**src/hw/rtl/xcr_pkg.sv**
```systemverilog
// Shared constants, codes and types of the XMODEM checksum receiver.
`default_nettype none

package xcr_pkg;

    // Block geometry
    localparam int DATA_BYTES = 128;
    localparam int POS_W      = $clog2(DATA_BYTES + 1);

    // Line codes
    localparam logic [7:0] SOH_CODE = 8'h01;
    localparam logic [7:0] EOT_CODE = 8'h04;
    localparam logic [7:0] ACK_CODE = 8'h06;
    localparam logic [7:0] NAK_CODE = 8'h15;
    localparam logic [7:0] CAN_CODE = 8'h18;

    // Header byte classes
    localparam logic [1:0] HDR_OTHER = 2'd0;
    localparam logic [1:0] HDR_SOH   = 2'd1;
    localparam logic [1:0] HDR_EOT   = 2'd2;
    localparam logic [1:0] HDR_CAN   = 2'd3;

    // Block verdicts
    localparam logic [1:0] VERDICT_NONE    = 2'd0;
    localparam logic [1:0] VERDICT_COMMIT  = 2'd1;
    localparam logic [1:0] VERDICT_DISCARD = 2'd2;

    // Transfer status
    localparam logic [1:0] FIN_RUNNING = 2'd0;
    localparam logic [1:0] FIN_OK      = 2'd1;
    localparam logic [1:0] FIN_ABORT   = 2'd2;

    // Configuration registers
    localparam int         CFG_IDX_W     = 1;
    localparam logic [0:0] REG_TIMEOUT   = 1'b0;
    localparam logic [0:0] REG_RETRY     = 1'b1;
    localparam logic [15:0] TIMEOUT_RESET = 16'd10000;
    localparam logic [3:0]  RETRY_RESET   = 4'd10;
    localparam logic [3:0]  RETRY_MAX     = 4'd15;

    // Event queue
    localparam int QUEUE_DEPTH = 2;
    localparam int QPTR_W      = $clog2(QUEUE_DEPTH);
    localparam int QCNT_W      = $clog2(QUEUE_DEPTH + 1);

    typedef struct packed {
        logic       is_tick;
        logic [1:0] hdr_class;
        logic [7:0] rx_byte;
    } evt_t;

    typedef struct packed {
        logic [15:0] timeout_ticks;
        logic [3:0]  retry_limit;
    } cfg_t;

    typedef struct packed {
        logic       data_valid;
        logic [7:0] data_byte;
        logic       reply_valid;
        logic [7:0] reply_byte;
        logic [1:0] verdict;
        logic [1:0] finished;
    } result_t;

endpackage

`default_nettype wire

```
**src/hw/rtl/xcr_if.sv**
```systemverilog
// Channel interfaces of the XMODEM checksum receiver: input events, results, config writes.
`default_nettype none

interface xcr_item_if;
    logic       valid;
    logic       ready;
    logic       action;
    logic [7:0] rx_byte;

    modport source (output valid, output action, output rx_byte, input ready);
    modport sink   (input valid, input action, input rx_byte, output ready);
endinterface

interface xcr_result_if;
    logic       valid;
    logic       ready;
    logic       data_valid;
    logic [7:0] data_byte;
    logic       reply_valid;
    logic [7:0] reply_byte;
    logic [1:0] verdict;
    logic [1:0] finished;

    modport source (output valid, output data_valid, output data_byte, output reply_valid,
                    output reply_byte, output verdict, output finished, input ready);
    modport sink   (input valid, input data_valid, input data_byte, input reply_valid,
                    input reply_byte, input verdict, input finished, output ready);
endinterface

interface xcr_cfg_if;
    import xcr_pkg::*;

    logic                 valid;
    logic                 ready;
    logic [CFG_IDX_W-1:0] index;
    logic [15:0]          data;

    modport source (output valid, output index, output data, input ready);
    modport sink   (input valid, input index, input data, output ready);
endinterface

`default_nettype wire

```
**src/hw/rtl/xcr_front.sv**
```systemverilog
// Front end: accepts input requests and classifies them into queue events.
`default_nettype none

module xcr_front (
    xcr_item_if.sink     item,
    input  logic         q_full,
    output logic         evt_push,
    output xcr_pkg::evt_t evt
);
    import xcr_pkg::*;

    logic [6:0] masked;

    // Accept while the queue has room
    assign item.ready = !q_full;
    assign evt_push   = item.valid && !q_full;

    // Classify the byte as a header code, ignoring bit 7
    assign masked = item.rx_byte[6:0];

    always_comb
    begin
        evt.is_tick = item.action;
        evt.rx_byte = item.rx_byte;
        if (masked == SOH_CODE[6:0])
        begin
            evt.hdr_class = HDR_SOH;
        end
        else if (masked == EOT_CODE[6:0])
        begin
            evt.hdr_class = HDR_EOT;
        end
        else if (masked == CAN_CODE[6:0])
        begin
            evt.hdr_class = HDR_CAN;
        end
        else
        begin
            evt.hdr_class = HDR_OTHER;
        end
    end

endmodule

`default_nettype wire

```
**src/hw/rtl/xcr_queue.sv**
```systemverilog
// Short event queue between the front end and the protocol engine.
`default_nettype none

module xcr_queue (
    input  logic          clk,
    input  logic          rst_n,
    input  logic          push,
    input  xcr_pkg::evt_t push_evt,
    output logic          full,
    input  logic          pop,
    output logic          head_valid,
    output xcr_pkg::evt_t head_evt
);
    import xcr_pkg::*;

    evt_t              mem [QUEUE_DEPTH];
    logic [QPTR_W-1:0] wr_ptr_reg;
    logic [QPTR_W-1:0] rd_ptr_reg;
    logic [QCNT_W-1:0] count_reg;
    logic [QCNT_W-1:0] count_next;
    logic              do_push;
    logic              do_pop;

    assign full       = (count_reg == QCNT_W'(QUEUE_DEPTH));
    assign head_valid = (count_reg != '0);
    assign head_evt   = mem[rd_ptr_reg];
    assign do_push    = push && !full;
    assign do_pop     = pop && head_valid;

    // Track occupancy
    always_comb
    begin
        count_next = count_reg;
        if (do_push && !do_pop)
        begin
            count_next = count_reg + QCNT_W'(1);
        end
        else if (do_pop && !do_push)
        begin
            count_next = count_reg - QCNT_W'(1);
        end
    end

    // Advance pointers
    always_ff @(posedge clk or negedge rst_n)
    begin
        if (!rst_n)
        begin
            wr_ptr_reg <= '0;
            rd_ptr_reg <= '0;
            count_reg  <= '0;
        end
        else
        begin
            count_reg <= count_next;
            if (do_push)
            begin
                wr_ptr_reg <= (wr_ptr_reg == QPTR_W'(QUEUE_DEPTH - 1)) ? '0
                            : wr_ptr_reg + QPTR_W'(1);
            end
            if (do_pop)
            begin
                rd_ptr_reg <= (rd_ptr_reg == QPTR_W'(QUEUE_DEPTH - 1)) ? '0
                            : rd_ptr_reg + QPTR_W'(1);
            end
        end
    end

    // Store entries
    always_ff @(posedge clk)
    begin
        if (do_push)
        begin
            mem[wr_ptr_reg] <= push_evt;
        end
    end

endmodule

`default_nettype wire

```
**src/hw/rtl/xcr_engine.sv**
```systemverilog
// Back end: XMODEM receive protocol state machine with a registered result stage.
`default_nettype none

module xcr_engine (
    input  logic           clk,
    input  logic           rst_n,
    input  xcr_pkg::cfg_t  cfg,
    input  logic           q_valid,
    input  xcr_pkg::evt_t  q_evt,
    output logic           q_pop,
    xcr_result_if.source   result
);
    import xcr_pkg::*;

    localparam logic [2:0] PH_INIT       = 3'd0;
    localparam logic [2:0] PH_HEADER     = 3'd1;
    localparam logic [2:0] PH_BLKNUM     = 3'd2;
    localparam logic [2:0] PH_COMPL      = 3'd3;
    localparam logic [2:0] PH_DATA       = 3'd4;
    localparam logic [2:0] PH_SUM        = 3'd5;
    localparam logic [2:0] PH_DONE_OK    = 3'd6;
    localparam logic [2:0] PH_DONE_ABORT = 3'd7;

    logic [2:0]       phase_reg, phase_next;
    logic [7:0]       exp_reg, exp_next;
    logic [3:0]       retry_reg, retry_next;
    logic [POS_W-1:0] pos_reg, pos_next;
    logic [7:0]       sum_reg, sum_next;
    logic [7:0]       blk_reg, blk_next;
    logic [7:0]       compl_reg, compl_next;
    logic [15:0]      tick_reg, tick_next;
    logic             out_valid_reg, out_valid_next;
    result_t          res_reg, res_next;

    logic [16:0]      tick_inc;
    logic [3:0]       retry_eff;
    logic [7:0]       prev_blk;

    function automatic logic [3:0] bump(input logic [3:0] cnt);
        bump = (cnt < RETRY_MAX) ? cnt + 4'd1 : cnt;
    endfunction

    // Take the next event when the result stage is free or draining
    assign q_pop = q_valid && (!out_valid_reg || result.ready);

    assign tick_inc  = {1'b0, tick_reg} + 17'd1;
    assign retry_eff = (phase_reg == PH_INIT) ? 4'd0 : retry_reg;
    assign prev_blk  = exp_reg - 8'd1;

    // Protocol step for one event
    always_comb
    begin
        phase_next = phase_reg;
        exp_next   = exp_reg;
        retry_next = retry_reg;
        pos_next   = pos_reg;
        sum_next   = sum_reg;
        blk_next   = blk_reg;
        compl_next = compl_reg;
        tick_next  = tick_reg;
        res_next   = '0;

        if (phase_reg != PH_DONE_OK && phase_reg != PH_DONE_ABORT)
        begin
            if (q_evt.is_tick)
            begin
                if (tick_inc >= {1'b0, cfg.timeout_ticks})
                begin
                    // Timeout: NAK, then retry or give up
                    tick_next            = '0;
                    res_next.reply_valid = 1'b1;
                    res_next.reply_byte  = NAK_CODE;
                    if (phase_reg == PH_INIT || phase_reg == PH_HEADER)
                    begin
                        if (retry_reg >= cfg.retry_limit)
                        begin
                            phase_next = PH_DONE_ABORT;
                        end
                        else
                        begin
                            retry_next = bump(retry_reg);
                        end
                    end
                    else
                    begin
                        retry_next       = bump(retry_reg);
                        res_next.verdict = VERDICT_DISCARD;
                        phase_next       = PH_HEADER;
                    end
                end
                else
                begin
                    tick_next = tick_inc[15:0];
                end
            end
            else
            begin
                tick_next = '0;
                case (phase_reg)
                    PH_INIT, PH_HEADER:
                    begin
                        if (phase_reg == PH_INIT)
                        begin
                            exp_next = 8'd1;
                        end
                        retry_next = retry_eff;
                        if (retry_eff >= cfg.retry_limit)
                        begin
                            res_next.reply_valid = 1'b1;
                            res_next.reply_byte  = CAN_CODE;
                            phase_next           = PH_DONE_ABORT;
                        end
                        else
                        begin
                            case (q_evt.hdr_class)
                                HDR_SOH:
                                begin
                                    retry_next = '0;
                                    pos_next   = '0;
                                    sum_next   = '0;
                                    phase_next = PH_BLKNUM;
                                end
                                HDR_CAN:
                                begin
                                    phase_next = PH_DONE_ABORT;
                                end
                                HDR_EOT:
                                begin
                                    res_next.reply_valid = 1'b1;
                                    res_next.reply_byte  = ACK_CODE;
                                    phase_next           = PH_DONE_OK;
                                end
                                default:
                                begin
                                    res_next.reply_valid = 1'b1;
                                    res_next.reply_byte  = NAK_CODE;
                                    retry_next           = bump(retry_eff);
                                end
                            endcase
                        end
                    end
                    PH_BLKNUM:
                    begin
                        blk_next   = q_evt.rx_byte;
                        phase_next = PH_COMPL;
                    end
                    PH_COMPL:
                    begin
                        compl_next = q_evt.rx_byte;
                        phase_next = PH_DATA;
                    end
                    PH_DATA:
                    begin
                        res_next.data_valid = 1'b1;
                        res_next.data_byte  = q_evt.rx_byte;
                        sum_next            = sum_reg + q_evt.rx_byte;
                        pos_next            = pos_reg + POS_W'(1);
                        if (pos_reg == POS_W'(DATA_BYTES - 1))
                        begin
                            phase_next = PH_SUM;
                        end
                    end
                    PH_SUM:
                    begin
                        // Checksum byte decides the block
                        res_next.verdict     = VERDICT_DISCARD;
                        res_next.reply_valid = 1'b1;
                        phase_next           = PH_HEADER;
                        if (blk_reg != exp_reg)
                        begin
                            if (blk_reg != prev_blk && compl_reg != ~exp_reg)
                            begin
                                if (compl_reg == ~prev_blk)
                                begin
                                    res_next.reply_byte = NAK_CODE;
                                    retry_next          = bump(retry_reg);
                                end
                                else
                                begin
                                    // Lost sync
                                    res_next.reply_byte = CAN_CODE;
                                    phase_next          = PH_DONE_ABORT;
                                end
                            end
                            else
                            begin
                                // Duplicate block
                                res_next.reply_byte = ACK_CODE;
                                retry_next          = bump(retry_reg);
                            end
                        end
                        else if (compl_reg != ~exp_reg || q_evt.rx_byte != sum_reg)
                        begin
                            res_next.reply_byte = NAK_CODE;
                            retry_next          = bump(retry_reg);
                        end
                        else
                        begin
                            res_next.verdict    = VERDICT_COMMIT;
                            res_next.reply_byte = ACK_CODE;
                            retry_next          = '0;
                            exp_next            = exp_reg + 8'd1;
                        end
                    end
                    default:
                    begin
                        phase_next = phase_reg;
                    end
                endcase
            end
        end

        if (phase_next == PH_DONE_OK)
        begin
            res_next.finished = FIN_OK;
        end
        else if (phase_next == PH_DONE_ABORT)
        begin
            res_next.finished = FIN_ABORT;
        end
        else
        begin
            res_next.finished = FIN_RUNNING;
        end
    end

    // Hold a result until taken, refill on pop
    always_comb
    begin
        if (q_pop)
        begin
            out_valid_next = 1'b1;
        end
        else if (result.ready)
        begin
            out_valid_next = 1'b0;
        end
        else
        begin
            out_valid_next = out_valid_reg;
        end
    end

    // Protocol state
    always_ff @(posedge clk or negedge rst_n)
    begin
        if (!rst_n)
        begin
            phase_reg     <= PH_INIT;
            exp_reg       <= 8'd1;
            retry_reg     <= '0;
            pos_reg       <= '0;
            sum_reg       <= '0;
            blk_reg       <= '0;
            compl_reg     <= '0;
            tick_reg      <= '0;
            out_valid_reg <= 1'b0;
        end
        else
        begin
            out_valid_reg <= out_valid_next;
            if (q_pop)
            begin
                phase_reg <= phase_next;
                exp_reg   <= exp_next;
                retry_reg <= retry_next;
                pos_reg   <= pos_next;
                sum_reg   <= sum_next;
                blk_reg   <= blk_next;
                compl_reg <= compl_next;
                tick_reg  <= tick_next;
            end
        end
    end

    // Result payload
    always_ff @(posedge clk)
    begin
        if (q_pop)
        begin
            res_reg <= res_next;
        end
    end

    assign result.valid       = out_valid_reg;
    assign result.data_valid  = res_reg.data_valid;
    assign result.data_byte   = res_reg.data_byte;
    assign result.reply_valid = res_reg.reply_valid;
    assign result.reply_byte  = res_reg.reply_byte;
    assign result.verdict     = res_reg.verdict;
    assign result.finished    = res_reg.finished;

endmodule

`default_nettype wire

```
**src/hw/rtl/xmodem_checksum_receiver.sv**
```systemverilog
// Top level of the XMODEM checksum receiver: config registers, front end, queue, engine.
//
//   channel  role    payload                                           handshake
//   item     sink    action, rx_byte                                   valid/ready
//   result   source  data_valid, data_byte, reply_valid, reply_byte,   valid/ready
//                    verdict, finished
//   cfg      sink    index (0 timeout_ticks, 1 retry_limit), data      valid/ready
//
// One request per cycle is sustained while the result side is not stalled; each passes
// through a queue entry, then the protocol engine step into the result register.
// The engine's single-step state update sets the rate: one event per clock while the result is taken.
// The two-entry queue lets the input side accept up to two events while the result stalls.
// Reset clears all control state and loads the config defaults; cfg is always ready.
`default_nettype none

module xmodem_checksum_receiver (
    input  logic          clk,
    input  logic          rst_n,
    xcr_item_if.sink      item,
    xcr_result_if.source  result,
    xcr_cfg_if.sink       cfg
);
    import xcr_pkg::*;

    cfg_t cfg_reg;
    evt_t front_evt;
    evt_t head_evt;
    logic front_push;
    logic q_full;
    logic q_valid;
    logic q_pop;

    // Config writes
    assign cfg.ready = 1'b1;

    always_ff @(posedge clk or negedge rst_n)
    begin
        if (!rst_n)
        begin
            cfg_reg.timeout_ticks <= TIMEOUT_RESET;
            cfg_reg.retry_limit   <= RETRY_RESET;
        end
        else if (cfg.valid)
        begin
            case (cfg.index)
                REG_TIMEOUT: cfg_reg.timeout_ticks <= cfg.data;
                REG_RETRY:   cfg_reg.retry_limit   <= cfg.data[3:0];
                default:     cfg_reg <= cfg_reg;
            endcase
        end
    end

    xcr_front u_front (
        .item     (item),
        .q_full   (q_full),
        .evt_push (front_push),
        .evt      (front_evt)
    );

    xcr_queue u_queue (
        .clk        (clk),
        .rst_n      (rst_n),
        .push       (front_push),
        .push_evt   (front_evt),
        .full       (q_full),
        .pop        (q_pop),
        .head_valid (q_valid),
        .head_evt   (head_evt)
    );

    xcr_engine u_engine (
        .clk     (clk),
        .rst_n   (rst_n),
        .cfg     (cfg_reg),
        .q_valid (q_valid),
        .q_evt   (head_evt),
        .q_pop   (q_pop),
        .result  (result)
    );

endmodule

`default_nettype wire

```
**src/flat_wrapper.sv**
```systemverilog
// flat-port wrapper written by rule: the top's interface ports become plain ports
module xmodem_checksum_receiver_flat import xcr_pkg::*;
  (clk, rst_n, item_valid, item_action, item_rx_byte, item_ready, result_valid, result_data_valid, result_data_byte, result_reply_valid, result_reply_byte, result_verdict, result_finished, result_ready, cfg_valid, cfg_index, cfg_data, cfg_ready);
  xcr_item_if item_i ();
  xcr_result_if result_i ();
  xcr_cfg_if cfg_i ();
  input  logic clk;
  input  logic rst_n;
  input wire logic [$bits(item_i.valid)-1:0] item_valid;
  input wire logic [$bits(item_i.action)-1:0] item_action;
  input wire logic [$bits(item_i.rx_byte)-1:0] item_rx_byte;
  output wire logic [$bits(item_i.ready)-1:0] item_ready;
  output wire logic [$bits(result_i.valid)-1:0] result_valid;
  output wire logic [$bits(result_i.data_valid)-1:0] result_data_valid;
  output wire logic [$bits(result_i.data_byte)-1:0] result_data_byte;
  output wire logic [$bits(result_i.reply_valid)-1:0] result_reply_valid;
  output wire logic [$bits(result_i.reply_byte)-1:0] result_reply_byte;
  output wire logic [$bits(result_i.verdict)-1:0] result_verdict;
  output wire logic [$bits(result_i.finished)-1:0] result_finished;
  input wire logic [$bits(result_i.ready)-1:0] result_ready;
  input wire logic [$bits(cfg_i.valid)-1:0] cfg_valid;
  input wire logic [$bits(cfg_i.index)-1:0] cfg_index;
  input wire logic [$bits(cfg_i.data)-1:0] cfg_data;
  output wire logic [$bits(cfg_i.ready)-1:0] cfg_ready;
  assign item_i.valid = item_valid;
  assign item_i.action = item_action;
  assign item_i.rx_byte = item_rx_byte;
  assign item_ready = item_i.ready;
  assign result_valid = result_i.valid;
  assign result_data_valid = result_i.data_valid;
  assign result_data_byte = result_i.data_byte;
  assign result_reply_valid = result_i.reply_valid;
  assign result_reply_byte = result_i.reply_byte;
  assign result_verdict = result_i.verdict;
  assign result_finished = result_i.finished;
  assign result_i.ready = result_ready;
  assign cfg_i.valid = cfg_valid;
  assign cfg_i.index = cfg_index;
  assign cfg_i.data = cfg_data;
  assign cfg_ready = cfg_i.ready;
  xmodem_checksum_receiver u_core (.clk(clk), .rst_n(rst_n), .item(item_i), .result(result_i), .cfg(cfg_i));
endmodule
```
**config.mk**
```make
export PLATFORM = sky130hd
export DESIGN_NAME = xmodem_checksum_receiver_flat
export DESIGN_NICKNAME = d
export VERILOG_FILES = /design/src/hw/rtl/xcr_pkg.sv /design/src/hw/rtl/xcr_if.sv /design/src/hw/rtl/xcr_front.sv /design/src/hw/rtl/xcr_queue.sv /design/src/hw/rtl/xcr_engine.sv /design/src/hw/rtl/xmodem_checksum_receiver.sv /design/src/flat_wrapper.sv
export SDC_FILE = /design/constraint.sdc
export NUM_CORES = 1
export LEC_CHECK = 0
export ABC_AREA = 1
export BUFFER_PORTS_ARGS = -buffer_cell sky130_fd_sc_hd__buf_2
export CAP_MARGIN = 20
export CORE_AREA = 10 10 145 147
export CTS_CLUSTER_SIZE = 28
export DETAILED_ROUTE_END_ITERATION = 10
export DIE_AREA = 0 0 155 157
export PLACE_DENSITY_LB_ADDON = 0.1
export SLEW_MARGIN = 10
export SYNTH_ARGS = -nofsm -noshare
export SYNTH_HDL_FRONTEND = slang
export SYNTH_HIERARCHICAL = 1
export SYNTH_SLANG_ARGS = --single-unit
```
**constraint.sdc**
```tcl
create_clock -name clk -period 6 [get_ports clk]
set_input_delay 1.2 -clock clk [delete_from_list [all_inputs] [get_ports clk]]
set_output_delay 1.2 -clock clk [all_outputs]
set_load 0.005 [all_outputs]
```
## Word level (Yosys, flattened, before mapping)

Memory sizes are Yosys's and may differ from the RTL's.
Cells that the tools add are included.

- Register bits after elaboration: 110
- Latch bits: 0
- Bits in writable memories: 22
- Memory bits (read-only): 0
- Bits of input ports: 31
- Output and inout port bits: 25
- Memories kept: 1

Memories:

| memory | words | width | read ports | clocked after memory_dff | write ports | line | RTL |
|---|---|---|---|---|---|---|---|
| u_core.u_queue.mem | 2 | 11 | 1 | 0 | 1 | xcr_queue.sv:16 | `evt_t mem [QUEUE_DEPTH];` |

- Add/subtract/negate cells: 11
- Multipliers: 0
- Divide/modulo/power cells: 0
- Magnitude comparators: 5
- Eq/ne operators: 30
- Shift-type cells: 0
- Mux-type cells: 62
- Bitwise operators: 6
- Reduce and logical (&&, ||, !) cells: 35

Operator list:

| cell | count |
|---|---|
| $mux 8 | 7 |
| $mux 4 | 13 |
| $pmux 8 s2 | 3 |
| $pmux 9 s2 | 2 |
| $mux 16 | 2 |
| $ne 8x8->1 | 4 |
| $mux 3 | 10 |
| $mux 11 | 2 |
| $mux 2 | 10 |
| $mux 9 | 2 |
| $add 16x1->17 const B | 1 |
| $ge 17x16->1 | 1 |
| $add 8x1->8 const B | 2 |
| $not 8->8 | 2 |
| $pmux 4 s2 | 2 |
| $pmux 3 s5 | 1 |
| $eq 3x3->1 const B | 4 |
| $ne 2x2->1 const B | 6 |
| $reduce_and 6->1 | 2 |
| $reduce_bool 2->1 | 5 |
| $ne 3x3->1 const B | 3 |
| $pmux 3 s3 | 1 |
| $add 4x1->4 const B | 2 |
| $add 8x8->8 | 1 |
| other kinds (29) | 61 |

## Depth between registers and ports, before layout

Gate-level depths: netlist (run 1).

- Word-level depth: 11
- Gate-level depth with buffers: 23
- Gate-level depth less buffers: 23

## Modules after synthesis

The synthesis (run 1) kept the hierarchy.

Modules (own cells, without submodules):

| module | instances | cells an instance | area each (sq um) | sequential area each (sq um) |
|---|---|---|---|---|
| xcr_engine | 1 | 802 | 6,022.0 | 2,173.3 |
| xcr_queue | 1 | 89 | 1,039.7 | 760.7 |
| xmodem_checksum_receiver | 1 | 89 | 815.8 | 509.2 |
| xcr_front | 1 | 35 | 167.7 | 0.0 |

## Worst setup path after synthesis (run 1)

Ideal clock, no wire load.

- Path kind: reg-to-reg
- Start point: reg u_core.u_engine.tick_reg[0]
- End point: reg u_core.u_engine.res_reg (netlist bit u_core/u_engine/result.finished[1]), data pin
- Library setup time: 0.256 ns
- Arrival: 2.764 ns
- Data required time: 5.744 ns
- Path slack: 2.979 ns
- Stages on the path, launching flop included: 20
- Period minus slack after synthesis: 3.021 ns
- Path through: dfrtp_1 > ha_1 > nand2_2 > nor3_2 > nand4_1 > or2_1 > xor2_1 > inv_1 > ha_1 > nand2_1 > nor2_1 > nand4_1 > nor2_1 > nor2_4 > nand3_4 > nand3_1 > nand3_1 > nand2_1 > nand2_1 > nor2_1

- Longest elaborated chain between the ends: 7

RTL lines:

| item | line | RTL |
|---|---|---|
| from (decl) | xcr_engine.sv:31 | `logic [15:0] tick_reg, tick_next;` |
| from (signal assigned) | xcr_engine.sv:271 | `tick_reg <= tick_next;` |
| $add 16x1->17 (*) | xcr_engine.sv:46 | `assign tick_inc = {1'b0, tick_reg} + 17'd1;` |
| $ge 17x16->1 (*) | xcr_engine.sv:67 | `if (tick_inc >= {1'b0, cfg.timeout_ticks})` |
| $mux 3 (*) | xcr_engine.sv:67 |  |
| $mux 3 (*) | xcr_engine.sv:65 | `if (q_evt.is_tick)` |
| $mux 3 (*) | xcr_engine.sv:63 | `if (phase_reg != PH_DONE_OK && phase_reg != PH_DONE_ABORT)` |
| $eq 3x3->1 | xcr_engine.sv:217 | `else if (phase_next == PH_DONE_ABORT)` |
| $mux 2 | xcr_engine.sv:217 |  |
| to (signal assigned) | xcr_engine.sv:281 | `res_reg <= res_next;` |
| to (decl) | xcr_engine.sv:33 | `result_t res_reg, res_next;` |

Mark *: on every way between the ends. The rest lies on a longest branch, timed or not.
A chain may end at the register's enable or synchronous reset.

## Worst setup path in the final report (run 1)

- Start point: reg u_core.u_engine.tick_reg[0]
- End point: reg u_core.u_engine.retry_reg[3]

- Longest elaborated chain between the ends: 4

RTL lines:

| item | line | RTL |
|---|---|---|
| $add 16x1->17 | xcr_engine.sv:46 |  |
| $ge 17x16->1 | xcr_engine.sv:67 |  |
| $ne 2x2->1 (no source line) | n/a |  |
| $reduce_and 6->1 (no source line) | n/a |  |
| to (signal assigned) | xcr_engine.sv:266 | `retry_reg <= retry_next;` |
| to (decl) | xcr_engine.sv:26 | `logic [3:0] retry_reg, retry_next;` |

Every way passes these cells.

==> results of run 1 <==
how the worst max path moves through the flow:
stage | end | slack [ns] | from
2_1_floorplan | u_core/u_engine/result.finished[1] | 2.98 | u_core/u_engine/tick_reg[0]
3_5_place_dp | u_core/u_engine/retry_reg[3] | 2.49 | u_core/u_engine/tick_reg[0]
4_1_cts | u_core/u_engine/retry_reg[3] | 2.45 | u_core/u_engine/tick_reg[0]
5_1_grt | u_core/u_engine/result.finished[1] | 1.95 | u_core/u_engine/tick_reg[0]
6_report | u_core/u_engine/retry_reg[3] | 2.43 | u_core/u_engine/tick_reg[0]
3_3_place_gp | u_core/u_engine/tick_reg[2] | 2.63 | result_ready
per-stage QoR:
stage	setup slack (ns)	std cells	utilization (%)	instance area, µm²
6_report	2.43	1301	49.0	8980
3_5_place_dp	2.49	1269	45.7	8380
2_1_floorplan	2.98	1017	-	8050
3_3_place_gp	2.63	1269	45.7	8380
5_1_grt	1.95	1301	49.0	8980
4_1_cts	2.45	1301	49.0	8980
per-layer routing:
layer  wire length [µm]  vias to the layer above
met5                  0                        -
met4                189                        0
met3                591                       17
met2               8380                       99
met1               9150                     3013
li1                   -                     3333
where the power goes:
group          total, µW  leakage (µW)  switching (µW)  internal (µW)
logic               1540       0.00270            1020            513
clock network       1060      0.000283             398            664
registers           1360       0.00151             178           1190
total               3960       0.00449            1600           2360
layout by cell type (no fill, tap or decap), types with 3 or more instances in the layout:
cell	instances
a21oi_1	35
buf_2	50
buf_4	5
bufinv_16	3
clkbuf_16	17
clkinv_1	3
clkinvlp_4	3
conb_1	4
dfrtp_1	80
dfstp_2	8
edfxtp_1	41
ha_1	38
inv_1	132
inv_2	15
inv_6	3
nand2_1	283
nand2_2	14
nand3_1	62
nand4_1	17
nor2_1	84
nor2_2	5
nor2_4	7
nor3_1	13
o21ai_0	55
o21ai_2	4
o22ai_2	6
o31ai_1	7
xnor2_1	12
xor2_1	21
worst max-delay path: cells and delay by family, from the launching register on:
family	cells	cell delay (ns)
simple gates	15	2.17
flops	1	0.45
buf+inv	1	0.07
fa+ha+maj	1	0.35
xor+xnor	1	0.16
compound gates	1	0.24
cell type report:
| cell class | instances | area [µm²] |
|---|---|---|
| Clock buffer | 19 | 443 |
| Timing Repair Buffer | 55 | 288 |
| Fill cell | 1821 | 9350 |
| Sequential cell | 129 | 3440 |
| Tap cell | 234 | 293 |
| Multi-Input combinational cell | 703 | 3800 |
| Clock inverter | 13 | 159 |
| Inverter | 148 | 557 |
kinds of logic after synthesis:
logic type	Yosys count
compound gates	125
xor+xnor	33
fa+ha+maj	39
buf+inv	185
flops	129
mux	3
other cells	2
simple gates	499
==> run summary, run 1 <==
Worst Path Arrival - 3.87 ns
Worst path most repeated cell - nand2_1
Crit. End Element - flop
Rows - 50
Post-route DRC - 0
Final #Nets - 1124
Max-cap violations - 0
worst flop-to-flop path startpoint - u_core/u_engine/tick_reg[0]
largest family of logic cells by synthesized area - simple AND/OR/NAND/NOR gates
area added between synthesis and finish - 11.7%
Hold Path Depth - 2
overall routed net length - 18300 µm
max FFs per register - 22
Avg WL per Cell - 14.1 µm
largest net degree at the start of global routing - 50
post-CTS setup buffers - 0
initial antenna violation count - 0
Simple-Gate Fraction of Synth Area - 27.3%
Post-synth ARST share - 68.2%
P_leak - 0.00449 µW
grt met2 use - 24.7%
final clock skew - 0.00977 ns
Setup crit start kind - flop
Worst slew margin - 30.2%
CTS tree - done
met3 Usage GRT - 3.25%
peak supply drop - 0.000278 V
most common cell in the netlist - nand2_1
die height - 157 µm
first-pass detailed-route iteration total - 5
clock sinks - 129
Tmin final - 3.57 ns
synth warn - 6
Worst-path clk slew - 0.06 ns
detailed-route via count - 6462
Max Fclk - 280 MHz
input/output buffers - 51
number of flops mapped to enable cells by yosys - 41
synth cell count leaders - 283 x nand2_1, 132 x inv_1, 84 x nor2_1
min-delay src - u_core/cfg_reg[13]
Worst-Skew Late Latency - 0.42 ns
Worst Hold Path EP - u_core/cfg_reg[13]
synth top area cells - dfrtp_1 25%, edfxtp_1 15%, nand2_1 13%
CP max stage cell - dfrtp_1
final hold viol count - 0
Setup CP Type - reg -> reg
area share of the largest cell type after synthesis - 24.9%
clock buffer count from CTS - 17
Synth Area in Compound Gates - 9.47%
post-synth top area cell - dfrtp_1
CP Cell Sequence - nand3_1 -> nor2_1 -> nand3_1 -> nor2_1 -> nand3_1 -> nor2_1 -> nand2_1 -> xor2_1 -> inv_1 -> ha_1 -> nand4_1 -> nor4_1 -> nand2_1 -> nand3_4 -> nand2_2 -> o21ai_2 -> nand2_2 -> nand2_1 -> nand2_1
DP HPWL - 13700 µm
layout cells sized above 1 - 14.7%
final hold slack - 0.461 ns
Hold-fix buffers, CTS - 0
Data required, critical path - 6.30 ns
Tot Pwr - 3960 µW
grt met1 use - 21.2%
total core area - 18300 µm²
die area - 24300 µm²
post-CTS sizing - 0
Vias/cell - 4.97
Starting Density - 43.9%
CP max FO - 8
global route total overflow - 0
final setup vio count - 0
Iter 0 DRT Violations - 351
depth of the worst register-to-register path - 19
Die X - 155 µm
Worst R2R End - u_core/u_engine/retry_reg[3]
min-delay worst type - reg -> reg
crit-path max cell delay - 0.45 ns
first-pass GRT wire length - 31200 µm
Yosys cell types - 54
gr usage total - 15.7%
Final Slew Violations - 0
ys flop type - dfrtp_1
mux share of post-synthesis cell area - 0.529%
GPL Wtd Cong - 0.835
post-synthesis sequential area ratio - 42.8%
synthesis-stage register bit count - 129
Mapped Area - 8050 µm²
Setup Total Neg Slack - 0 ns
H-tree depth - 4
# IOs - 56
xor/xnor share of the synthesized area - 3.59%
FF-to-FF setup slack - 2.43 ns
vias in the first global route - 6420
RSZ-0062 raised after global routing - no
CTS Buffer Depth - 2
fraction of the mapped netlist area in adder cells - 6.16%
Cells after Synth - 1015
antenna violation net count after detailed routing - 0
pwr/cell area - 441 nW/µm²
Post-Syn Area per Cell - 7.93 µm²
CTS root buffer - clkbuf_16
ant diodes - 0
period utilization - 59.5%
status - completed
Worst-Margin Slew - 1.05 ns
global routing's busiest layer - met2
No activity file was read; power rests on OpenSTA's default activity.
==> run 2, diff against run 1 <==
- clock period: 6 -> 3.2 ns (I/O delays scaled with it)
==> run summary, run 2 (synthesis gave the netlist of run 1 again) <==
placed cells - 1294 (was 1269)
Tmin final - 3.14 ns (was 3.57 ns)
Buf/Inv on CP - 2 (was 1)
cell family with most CP delay - simple AND/OR/NAND/NOR gates (unchanged)
Iter 0 DRT Violations - 371 (was 351)
largest net degree at the start of global routing - 89 (was 50)
period utilization - 98.1% (was 59.5%)
crit-path max cell delay - 0.42 ns (was 0.45 ns)
DP HPWL - 13800 µm (was 13700 µm)
die height - 157 µm (unchanged)
RSZ-0062 raised after global routing - yes (was no)
min-delay worst type - in -> async (was reg -> reg)
GPL Wtd Cong - 0.853 (was 0.835)
Vias/cell - 4.97 (about the same)
Worst slew margin - 49.9% (was 30.2%)
Data required, critical path - 3.52 ns (was 6.30 ns)
first-pass GRT wire length - 30900 µm (was 31200 µm)
area added between synthesis and finish - 17.6% (was 11.7%)
final hold viol count - 0 (unchanged)
FF-to-FF setup slack - 0.06 ns (was 2.43 ns)
Worst-Margin Slew - 0.750 ns (was 1.05 ns)
P_leak - 0.00472 µW (was 0.00449 µW)
CTS root buffer - clkbuf_16 (unchanged)
final clock skew - 0.0107 ns (was 0.00977 ns)
Die X - 155 µm (unchanged)
Setup crit start kind - flop (unchanged)
Starting Density - 43.9% (unchanged)
CTS tree - done (unchanged)
CP Cell Sequence - nand3_2 -> nor2_4 -> nand3_2 -> nor2_4 -> nand3_2 -> nor2_4 -> inv_1 -> nand2_1 -> inv_1 -> ha_1 -> nand4_1 -> nor4_2 -> nand2_1 -> nand3_4 -> nand2_4 -> o21ai_4 -> nand2_2 -> nand2_1 -> nand2_1 (was nand3_1 -> nor2_1 -> nand3_1 -> nor2_1 -> nand3_1 -> nor2_1 -> nand2_1 -> xor2_1 -> inv_1 -> ha_1 -> nand4_1 -> nor4_1 -> nand2_1 -> nand3_4 -> nand2_2 -> o21ai_2 -> nand2_2 -> nand2_1 -> nand2_1)
vias in the first global route - 6268 (was 6420)
antenna violation net count after detailed routing - 0 (unchanged)
clock sinks - 129 (unchanged)
# IOs - 56 (unchanged)
final hold slack - 0.182 ns (was 0.461 ns)
clock buffer count from CTS - 17 (unchanged)
most frequent cells in the layout - 276 x nand2_1, 131 x inv_1, 79 x dfrtp_1 (was 283 x nand2_1, 132 x inv_1, 84 x nor2_1)
commonest non-fill, non-tap cell in the layout - nand2_1 (unchanged)
final core occ - 51.6% (was 49.0%)
gr usage total - 15.6% (was 15.7%)
CP max stage cell - dfrtp_1 (unchanged)
global route total overflow - 0 (unchanged)
die area - 24300 µm² (unchanged)
Final Slew Violations - 0 (unchanged)
Hold-fix buffers, CTS - 0 (unchanged)
status - completed (unchanged)
CTS Buffer Depth - 2 (unchanged)
CP max FO - 8 (unchanged)
layout cells sized above 1 - 20.9% (was 14.7%)
Rows - 50 (unchanged)
Cell Count, Final, Fillers Out - 1337 (was 1301)
Post-route DRC - 0 (unchanged)
Crit. End Element - flop (unchanged)
overall routed net length - 18700 µm (was 18300 µm)
peak supply drop - 0.000635 V (was 0.000278 V)
Max-cap violations - 0 (unchanged)
initial antenna violation count - 0 (unchanged)
Avg WL per Cell - 14.0 µm (was 14.1 µm)
max FFs per register - 22 (unchanged)
Worst path most repeated cell - nand2_1 (unchanged)
Max Fclk - 319 MHz (was 280 MHz)
Final #Nets - 1160 (was 1124)
pwr/cell area - 800 nW/µm² (was 441 nW/µm²)
Worst Path Arrival - 3.46 ns (was 3.87 ns)
final setup vio count - 0 (unchanged)
H-tree depth - 4 (unchanged)
total core area - 18300 µm² (unchanged)
first-pass detailed-route iteration total - 4 (was 5)
Worst-path clk slew - 0.06 ns (about the same)
input/output buffers - 51 (unchanged)
detailed-route via count - 6640 (was 6462)
ant diodes - 0 (unchanged)
Worst-Skew Late Latency - 0.43 ns (was 0.42 ns)
Setup CP Type - reg -> reg (unchanged)
## run 2: changes by cell type in the layout (fill, tap and decap cells not counted), moves of 3 or more
cell,change
buf_4,+32
clkinv_1,-3
ha_1,-3
ha_4,+3
inv_6,+5
nand2_1,-7
nand2_2,+5
nand3_1,-6
nand3_2,+7
nor2_1,-6
nor2_2,+3
nor2_4,+3
o21ai_0,-5
## run 2: worst paths after layout
check                                             from                      endpoint  cells past startpoint
setup / recovery           u_core/u_engine/tick_reg[1]  u_core/u_engine/retry_reg[3]                     19
hold reg to reg                     u_core/cfg_reg[17]            u_core/cfg_reg[17]                      2
hold / removal                                   rst_n  u_core/u_engine/retry_reg[3]                      2
min in group clk                       item_rx_byte[7]      u_core/u_queue/mem[1][7]                      1
max in group asynchronous                        rst_n   u_core/u_engine/tick_reg[0]                      2
setup reg to reg           u_core/u_engine/tick_reg[1]  u_core/u_engine/retry_reg[3]                     19
## run 2: area by class of cell
type                            count  area (µm²)
Fill cell                        1767        8870
Multi-Input combinational cell    704        4020
Sequential cell                   129        3440
Timing Repair Buffer               90         571
Inverter                          148         557
Clock buffer                       18         429
Tap cell                          234         293
Clock inverter                     14         140
## run 2: what timing repair did
action                     in CTS  in global routing
setup buffers                   3                  7
pin swaps                       5                 26
setup endpoints to repair      10                 30
gates resized for setup         5                 47
cloned                          1                  0
## run 2: report_power, final
group	switching [µW]	internal, µW	leakage, µW
sequential	310	2230	0.00151
clock	809	1090	0.000275
combinational	2020	1110	0.00294
## run 2: through the flow
step                setup slack (ns)  setup TNS [ns]  total power [µW]  instance area, µm²
floorplan                      0.179               0              4680                8050
global placement              0.0163               0              5550                8580
detailed placement           -0.0973          -0.656              5580                8580
CTS                         0.000519               0              7540                9200
global route                  -0.176           -3.11              8180                9460
finish                        0.0605               0              7570                9460
## run 2: metal layers
metal / GRT usage, % / routed length, µm / vias up
li1: - / - / 3398
met4: 3.64 / 129 / 0
met5: 0 / 0 / -
met3: 3.82 / 780 / 8
met1: 20.8 / 8960 / 3122
met2: 24.9 / 8860 / 112
